**src/rtl/core/asob_pkg.sv**
```systemverilog
// ----------------------------------------------------------------------------
// asob_pkg: shared types and constants of the sine oscillator bank
// Holds the bank geometry, the request type, and the quarter-wave sine table
// that is built once at elaboration.
// ----------------------------------------------------------------------------
package asob_pkg;

  localparam int PARTIALS        = 512;
  localparam int IDX_W           = 9;
  localparam int CNT_W           = 10;
  localparam int PHASE_BITS      = 24;
  localparam int SINE_TABLE_BITS = 10;
  localparam int AMP_W           = 16;
  localparam int BASE_W          = 32;
  localparam int ACC_W           = 64;
  localparam int QUEUE_DEPTH     = 2;   // power of two, at least 2
  localparam int RAM_W           = 2 * PHASE_BITS + AMP_W;
  localparam int QLEN            = 1 << (SINE_TABLE_BITS - 2);

  localparam logic OP_LOAD = 1'b0;
  localparam logic OP_TICK = 1'b1;

  typedef struct packed {
    logic                    op;
    logic [IDX_W-1:0]        partial_index;
    logic [PHASE_BITS-1:0]   phase_increment;
    logic signed [AMP_W-1:0] amplitude;
    logic [PHASE_BITS-1:0]   phase_offset;
    logic signed [BASE_W-1:0] base_sample;
  } req_t;

  localparam int REQ_W = $bits(req_t);

  // sine of k/QLEN quarter turns as Q15, odd polynomial to the x^11 term
  function automatic logic [15:0] quarter_sine(input int unsigned k);
    longint unsigned x;
    longint unsigned x2;
    longint unsigned t;
    longint unsigned s;
    longint unsigned v;
    x = (64'd1686629713 * 64'(k)) >> (SINE_TABLE_BITS - 2);
    x2 = (x * x) >> 30;
    t = 64'd1 << 30;
    t = (64'd1 << 30) - (((x2 * t) >> 30) / 64'd110);
    t = (64'd1 << 30) - (((x2 * t) >> 30) / 64'd72);
    t = (64'd1 << 30) - (((x2 * t) >> 30) / 64'd42);
    t = (64'd1 << 30) - (((x2 * t) >> 30) / 64'd20);
    t = (64'd1 << 30) - (((x2 * t) >> 30) / 64'd6);
    s = (x * t) >> 30;
    v = (s + 64'd16384) >> 15;
    if (v > 64'd32767) v = 64'd32767;
    return 16'(v);
  endfunction

  function automatic logic [QLEN*16-1:0] quarter_rom_build();
    logic [QLEN*16-1:0] rom;
    rom = '0;
    for (int unsigned k = 0; k < QLEN; k++) rom[k*16 +: 16] = quarter_sine(k);
    return rom;
  endfunction

  // first quarter, entries 0 .. QLEN-1; the quarter-turn point is kept apart
  localparam logic [QLEN*16-1:0] QUARTER_ROM = quarter_rom_build();
  localparam logic [15:0]        SINE_PEAK   = quarter_sine(QLEN);

endpackage

```
**src/rtl/core/asob_front.sv**
```systemverilog
// ----------------------------------------------------------------------------
// asob_front: request intake and queue
// Accepts requests into a short FIFO that the engine drains.
// ----------------------------------------------------------------------------
module asob_front (
  input  logic                  clk,
  input  logic                  rst_n,
  input  logic                  in_tvalid,
  output logic                  in_tready,
  input  asob_pkg::req_t        in_req,
  output logic                  q_valid,
  input  logic                  q_pop,
  output asob_pkg::req_t        q_req
);

  localparam int PW = $clog2(asob_pkg::QUEUE_DEPTH);
  localparam int CW = $clog2(asob_pkg::QUEUE_DEPTH + 1);

  asob_pkg::req_t slot_r [asob_pkg::QUEUE_DEPTH];
  logic [PW-1:0] wr_ptr_r, wr_ptr_nxt;
  logic [PW-1:0] rd_ptr_r, rd_ptr_nxt;
  logic [CW-1:0] cnt_r, cnt_nxt;
  logic          push;

  assign in_tready = (cnt_r != CW'(asob_pkg::QUEUE_DEPTH));
  assign push      = in_tvalid && in_tready;
  assign q_valid   = (cnt_r != '0);
  assign q_req     = slot_r[rd_ptr_r];

  // pointers wrap on their own width
  always_comb begin
    wr_ptr_nxt = wr_ptr_r + PW'(push);
    rd_ptr_nxt = rd_ptr_r + PW'(q_pop);
    cnt_nxt    = cnt_r + CW'(push) - CW'(q_pop);
  end

  always_ff @(posedge clk) begin
    if (push) slot_r[wr_ptr_r] <= in_req;
    if (!rst_n) begin
      wr_ptr_r <= '0;
      rd_ptr_r <= '0;
      cnt_r    <= '0;
    end else begin
      wr_ptr_r <= wr_ptr_nxt;
      rd_ptr_r <= rd_ptr_nxt;
      cnt_r    <= cnt_nxt;
    end
  end

endmodule

```
**config.mk**
```make
export PLATFORM = sky130hd
export DESIGN_NAME = asob_front
export DESIGN_NICKNAME = d
export VERILOG_FILES = /design/src/rtl/core/asob_pkg.sv /design/src/rtl/core/asob_front.sv
export SDC_FILE = /design/constraint.sdc
export NUM_CORES = 1
export LEC_CHECK = 0
export BUFFER_PORTS_ARGS = -buffer_cell sky130_fd_sc_hd__clkbuf_2
export CELL_PAD_IN_SITES_DETAIL_PLACEMENT = 0
export CELL_PAD_IN_SITES_GLOBAL_PLACEMENT = 1
export CORE_MARGIN = 2
export CORE_UTILIZATION = 49
export CTS_BUF_LIST = sky130_fd_sc_hd__clkbuf_8
export DETAILED_ROUTE_END_ITERATION = 10
export PLACE_DENSITY_LB_ADDON = 0.05
export SETUP_SLACK_MARGIN = 0.15
export SLEW_MARGIN = 0
export SYNTH_ARGS = -nofsm -noshare
export SYNTH_HDL_FRONTEND = slang
export SYNTH_SLANG_ARGS = --single-unit
export TNS_END_PERCENT = 50
```
**constraint.sdc**
```tcl
create_clock -name clk -period 8 [get_ports clk]
set_clock_uncertainty 0.15 [all_clocks]
set_input_delay 1.2 -clock clk [delete_from_list [all_inputs] [get_ports clk]]
set_output_delay 1.2 -clock clk [all_outputs]
set_load 0.02 [all_outputs]
```
==> flow_summary.ini, run 1 <==
[outcome]
status = completed

[clock_tree]
post_cts_resized = 0
cts_setup_buffers = 0
htree_levels = 2
cts.clk_slew.worst_paths_ns = 0.06
cts_buffers = 35
cts_tree = built
cts_buffer_depth = 3
root_buffer = clkbuf_8
clk_latency_ns = 0.48
ctsHoldBuffers = 0
cts.sinks = 217

[placement]
place_congestion = 0.705
place_area_um2 = 9350
io_buffers = 217
dp_hpwl_mm = 9.89
dp_cells = 778
pre_cts_slack_ns = 4.31

[routing]
firstDrtPassIters = 4
routedWlPerCell_um = 18.1
drt_iter0_markers = 212
ant_nets = 0
via_count = 4095
drc = 0
routed_wl_mm = 15.1
vias_per_cell = 4.89

[layout]
design_area_um2 = 9950
seq_area_um2 = 6470
multiInputGateArea_um2 = 1500
layout_common_cells = 217 x clkbuf_2, 212 x edfxtp_1, 66 x mux2_2
layout_commonest_cell = clkbuf_2
fin_util_pct = 62.4
fin_cells = 837
fill_cells = 1207
area_delta_synth_final_pct = 23.7
nNetsFinal = 711
drive_above_1_share_pct = 59.5

[pwr]
power_mw = 2.65
p_per_area_nw_per_um2 = 266
power_switching_mw = 0.668
irDropWorstVdd_mv = 0.198
pwr-share-comb_pct = 16.0
leakage_nw = 3.92
share_seq_of_total_power_pct = 53.3
swShare_pct = 25.2
p_clk_share_pct = 30.7
p_int_mw = 1.98

[timing]
slew_violations = 0
holdWs_ns = 0.424
final.period_utilization_pct = 52.1
relSlewSlack_pct = 25.2
tns_ns = 0
worst_slew_pin_slew_ns = 1.12
hold_viol = 0
finalWorstSetupSlack_ns = 3.84
max_freq_mhz = 240
setup_viol = 0
min_period_ns = 4.16
rsz0062_at_grt = no

[floorplan]
dieWidth_um = 132
std_cell_rows = 46
core_area_um2 = 15900
ios = 218
die_area_um2 = 17500
dieHeight_um = 132
initial_core_util_pct = 50.5

[synthesis]
synth-compound-area-share_pct = 0.187
synthMuxAreaShare_pct = 16.8
synth-seq-area-share_pct = 80.4
ys_types = 19
synth_nets = 466
ys_seq_elements = 217
synthCells = 354
synth_xor_area_share_pct = 0.218
synth_top_family_by_area = multiplexers
synth_warnings = 0
synth_area_per_cell_um2 = 22.7
synthSimpleGateAreaFrac_pct = 0.840
synthAdderAreaFrac_pct = 0.311
synth_area_um2 = 8050

[grt]
grt-ovfl-total = 0
track_usage_pct = 16.9
grt_pass1_wl_mm = 22.6
grt_pass1_vias = 4360
grt_antenna_before_repair = 0
grt_max_degree = 70

[critical_path]
crit_type = flop to output pin
crit_path_start_kind = flop
critPathArrivalTime_ns = 2.81
end_kind = output pin
worstPathRequired_ns = 6.65
critPathMaxFanout = 69

[min_path]
hold_path_class = flop to flop

[run]
drv_cap = 0
==> synth_stat cells <==
master	number	share of area [%]
buf_6	6	0.84
ha_1	2	0.31
and3_1	1	0.078
nand2_1	1	0.047
inv_1	1	0.047
mux2i_1	1	0.12
dfxtp_1	5	1.2
and2_1	4	0.31
nor3b_1	1	0.093
nor2b_1	1	0.078
buf_2	6	0.37
or2_2	1	0.078
a21bo_2	1	0.12
edfxtp_1	212	79
mux2_4	40	7.5
a21oi_1	1	0.062
nand2b_1	2	0.16
mux2_2	66	9.2
xor2_1	2	0.22
==> cells by family (layout without fill, tap and decap cells) <==
group | after synthesis | in the layout
other | 0 | 1
AO/OA/AOI/OAI | 2 | 2
XOR/XNOR | 2 | 2
adder cells (fa/ha/maj) | 2 | 2
buffers and inverters | 13 | 279
multiplexers | 107 | 107
AND/OR/NAND/NOR | 11 | 11
flip-flops | 217 | 217
==> area by class of cell <==
class	count	share of cell area, %
clock inverter	20	0.755
timing repair buffer	220	11.1
antenna	1	0.0252
multi-input combinational	124	15.0
sequential	217	65.0
clock buffer	38	5.26
inverter	1	0.0377
tap	216	2.72
==> power by group through the flow <==
stage | Combinational [mW] | Sequential, mW | Clock (mW)
final | 0.424 | 1.41 | 0.813
after global routing | 0.452 | 1.42 | 0.889
after CTS | 0.432 | 1.41 | 0.843
after detailed placement | 0.430 | 1.44 | 0
after global placement | 0.425 | 1.43 | 0
after floorplan | 0.292 | 1.43 | 0
==> critical path, cell delays in order (launching register included) <==
cell and delay (ns):
dfxtp_4 0.71, buf_4 0.90, mux2_2 0.43, clkbuf_2 0.16
==> sequential cells by signal (all words and copies together), names as in the netlist, named ones only <==
signal,count
slot_r,212
cnt_r,2
rd_ptr_r,1
wr_ptr_r,1
==> final timing paths <==
kind	slack (ns)	to	start	cells after the start
max	3.84	q_req[52]	flop	3
min	0.42	flop	rd_ptr_r$_SDFF_PN0_	2
max reg2reg	5.26	slot_r[0][6]$_DFFE_PP_	cnt_r[0]$_SDFF_PN0_	4
min reg2reg	0.42	flop	rd_ptr_r$_SDFF_PN0_	2
==> layer usage <==
metal / GRT usage (%) / wire length (um) / vias up
li1: - / - / 1895
met1: 20.4 / 5990 / 2018
met2: 28.6 / 7560 / 158
met3: 6.07 / 1280 / 24
met4: 5.62 / 277 / 0
met5: 0 / 0 / -
Power figures use the tool's default switching activity.
==> run 2, diff against run 1 <==
Settings changed: CORE_UTILIZATION 49 to 46.
Clock period 8 ns to 4.3 ns, I/O delays scaled along.
==> flow_summary.ini, run 2 (synthesis gave the netlist of run 1 again) <==
[timing]
min_period_ns = 2.95
worst_slew_pin_slew_ns = 0.725
final.period_utilization_pct = 68.6
tns_ns = 0
slew_violations = 0
hold_viol = 0
max_freq_mhz = 339
holdWs_ns = 0.186
rsz0062_at_grt = no
setup_viol = 0
finalWorstSetupSlack_ns = 1.35
relSlewSlack_pct = 51.7

[critical_path]
critPathMaxFanout = 33
crit_type = flop to output pin
slowest_stage = dfxtp_4
worstPathRequired_ns = 3.50
path_cells = buf_4, mux2_2, clkbuf_2
crit_path_start_kind = flop
end_kind = output pin
cpPeakStageDelay_ns = 0.54
critPathArrivalTime_ns = 2.15

[layout]
regMostFlops = slot_r
layout_common_cells = 217 x clkbuf_2, 212 x edfxtp_1, 66 x mux2_2
area_delta_synth_final_pct = 24.7
fin_util_pct = 58.4
design_area_um2 = 10000
layout_commonest_cell = clkbuf_2
fill_cells = 1394
drive_above_1_share_pct = 59.4
largest_reg_flops = 212
nNetsFinal = 713
fin_cells = 850
biggestRegsByFlops = slot_r (212), cnt_r (2)
antenna_cells = 0

[placement]
place_congestion = 0.733
dp_cells = 788
pre_cts_slack_ns = 1.73
place_area_um2 = 9410
io_buffers = 217
dp_hpwl_mm = 9.56

[floorplan]
initial_core_util_pct = 46.8
dieHeight_um = 136
std_cell_rows = 48
die_area_um2 = 18600
ios = 218
core_area_um2 = 17200
dieWidth_um = 136

[clock_tree]
ctsHoldBuffers = 0
root_buffer = clkbuf_8
htree_levels = 2
cts.sinks = 217
cts_setup_buffers = 0
clk_latency_ns = 0.49
cts_buffer_depth = 3
cts_tree = built
cts.clk_slew.worst_paths_ns = 0.06
cts_buffers = 36
post_cts_resized = 0

[routing]
routed_wl_mm = 14.7
ant_nets = 0
vias_per_cell = 4.78
firstDrtPassIters = 4
drc = 0
drt_iter0_markers = 176
via_count = 4065
routedWlPerCell_um = 17.3

[grt]
grt_pass1_vias = 4222
grt-ovfl-total = 0
track_usage_pct = 15.5
grt_antenna_before_repair = 1
grt_pass1_wl_mm = 21.5
grt_max_degree = 62

[min_path]
hold_path_class = input port to flop

[pwr]
power_mw = 5.00
leakage_nw = 3.95
p_per_area_nw_per_um2 = 498
irDropWorstVdd_mv = 0.332

[outcome]
status = completed

[run]
drv_cap = 0
[run 2: cell count changes in the layout (fill, tap and decap cells not counted), sizes merged]
cell	before	now
diode	1	0
buf	3	4
bufinv	0	1
clkbuf	255	254
clkinv	3	9
inv	18	16
[run 2: worst max-delay path, delay by kind of cell, from the launching register on]
kind / cells / cell delay (ns)
buffers and inverters: 2 / 0.70
flip-flops: 1 / 0.54
multiplexers: 1 / 0.41
[run 2: area by class of cell]
class / count / area (um^2) / area share (%)
Sequential cell: 217 / 6470 / 64.5
Multi-Input combinational cell: 124 / 1500 / 14.9
Timing Repair Buffer: 221 / 1150 / 11.5
Clock buffer: 37 / 509 / 5.07
Tap cell: 225 / 282 / 2.81
Clock inverter: 25 / 121 / 1.21
Inverter: 1 / 3.75 / 0.0374
[run 2: final timing paths]
kind / start / end / slack [ns] / depth (start not counted)
max reg2reg: cnt_r[0]$_SDFF_PN0_ / slot_r[0][31]$_DFFE_PP_ / 1.99 / 4
min: in_req[24] / slot_r[0][24]$_DFFE_PP_ / 0.19 / 1
min reg2reg: rd_ptr_r$_SDFF_PN0_ / flop / 0.43 / 2
max: flop / q_req[37] / 1.35 / 3
[run 2: report_power, final]
| part | internal, mW | switching, mW |
|---|---|---|
| clock network | 0.852 | 0.734 |
| registers | 2.56 | 0.0514 |
| logic | 0.325 | 0.476 |
[run 2: routing by layer]
metal	vias to the layer above	routed length [um]	part of all wire [%]	global-route usage (%)
li1	1903	-	-	-
met1	1975	5610	38	17.8
met2	159	7400	50	26.1
met3	28	1360	9.3	6.23
met4	0	308	2.1	5.84
met5	-	0	0	0
==> run 3, diff against run 2 <==
Clock period 4.3 ns to 2.8 ns, I/O delays scaled along.
==> flow_summary.ini, run 3 (synthesis gave the netlist of run 1 again) <==
[grt]
grt_max_degree = 59
grt-ovfl-total = 0
grt_antenna_before_repair = 0
grt_pass1_wl_mm = 24.2
grt_pass1_vias = 4837
track_usage_pct = 17.2

[routing]
via_count = 4508
routed_wl_mm = 16.2
drc = 0
firstDrtPassIters = 4
drt_iter0_markers = 214
ant_nets = 0
vias_per_cell = 4.68
routedWlPerCell_um = 16.8

[layout]
area_delta_synth_final_pct = 39.9
nNetsFinal = 827
regMostFlops = slot_r
drive_above_1_share_pct = 52.1
antenna_cells = 0
layout_common_cells = 217 x clkbuf_2, 212 x edfxtp_1, 106 x dlygate4sd3_1
layout_commonest_cell = clkbuf_2
biggestRegsByFlops = slot_r (212), cnt_r (2)
fin_util_pct = 65.5
largest_reg_flops = 212

[critical_path]
crit_path_start_kind = flop
cpLargestDelayFamily = flip-flops
slowest_stage = dfxtp_4
cpPeakStageDelay_ns = 0.55
end_kind = output pin
regToRegSetupSlack_ns = 0.75
critPathMaxFanout = 20
rr_worst_depth = 4
worst-path-buf-inv = 2
r2r-end = slot_r[0][3]$_DFFE_PP_
r2r-start = cnt_r[0]$_SDFF_PN0_
cp.depth = 3
crit_type = flop to output pin
path_cells = buf_4, mux2_2, clkbuf_2
critPathArrivalTime_ns = 1.92
worstPathRequired_ns = 2.23

[timing]
relSlewSlack_pct = 74.5
tns_ns = 0
hold_viol = 0
max_freq_mhz = 401
worst_slew_pin_slew_ns = 0.383
rsz0062_at_grt = no
min_period_ns = 2.49
setup_viol = 0
slew_violations = 0
final.period_utilization_pct = 89.0

[clock_tree]
cts_tree = built
cts.clk_slew.worst_paths_ns = 0.06
root_buffer = clkbuf_8
cts_buffers = 38
post_cts_resized = 0
cts_buffer_depth = 3
clk_latency_ns = 0.51
cts_setup_buffers = 0
htree_levels = 2
cts.sinks = 217

[floorplan]
die_area_um2 = 18600
initial_core_util_pct = 46.8
dieHeight_um = 136
ios = 218
core_area_um2 = 17200
dieWidth_um = 136
std_cell_rows = 48

[outcome]
status = completed

[placement]
dp_hpwl_mm = 10.2
place_congestion = 0.762
io_buffers = 217

[run]
drv_cap = 0

[pwr]
irDropWorstVdd_mv = 0.580
leakage_nw = 4.47
p_per_area_nw_per_um2 = 723

[min_path]
hold_depth = 2
hold_path.startpoint = rst_n
hold_path_class = input port to flop
==> run 3: routing by layer <==
layer / routed length, um / GRT usage, %
met3: 1130 / 5.00
met1: 6390 / 19.8
met4: 349 / 7.58
met2: 8370 / 30.0
met5: 0 / 0
==> run 3: what timing repair did <==
item / 4_1_cts / 5_1_grt
setup endpoints to repair: 0 / 0
hold buffers: 106 / 0
endpoints found under the hold margin: 212 / 0
==> run 3: how the worst max path moves through the flow <==
stage	from	endpoint	slack [ns]
after floorplan	cnt_r[0]$_SDFF_PN0_	slot_r[1][0]$_DFFE_PP_	0.23
after global placement	in_tvalid	slot_r[0][70]$_DFFE_PP_	0.76
after detailed placement	in_tvalid	slot_r[0][70]$_DFFE_PP_	0.71
after CTS	flop	q_req[46]	0.24
after global routing	flop	q_req[43]	0.21
final	flop	q_req[43]	0.31
==> run 3: cell type report <==
class	instances	area (um^2)
clock buffer	42	578
clock inverter	22	139
fill	1281	5920
inverter	1	3.75
multi-input combinational	124	1500
sequential	217	6470
tap	225	282
timing repair buffer	333	2280
==> run 3: metrics by stage <==
step                      hold WS, ns  setup slack (ns)  power, mW  std cells  instance area (um^2)
after detailed placement        0.415             0.711       5.37        794                  9480
final                          0.0539             0.309       8.14        964                 11300
after CTS                      0.0259             0.242       8.26        964                 11300
after global placement          0.406             0.763       5.34        794                  9480
after global routing           0.0461             0.211       8.49        964                 11300
after floorplan                 0.369             0.231       4.90        354                  8060
==> run 3: power breakdown <==
| group | switching, mW | internal [mW] |
|---|---|---|
| logic | 0.768 | 0.614 |
| registers | 0.0852 | 3.94 |
| clock network | 1.19 | 1.55 |
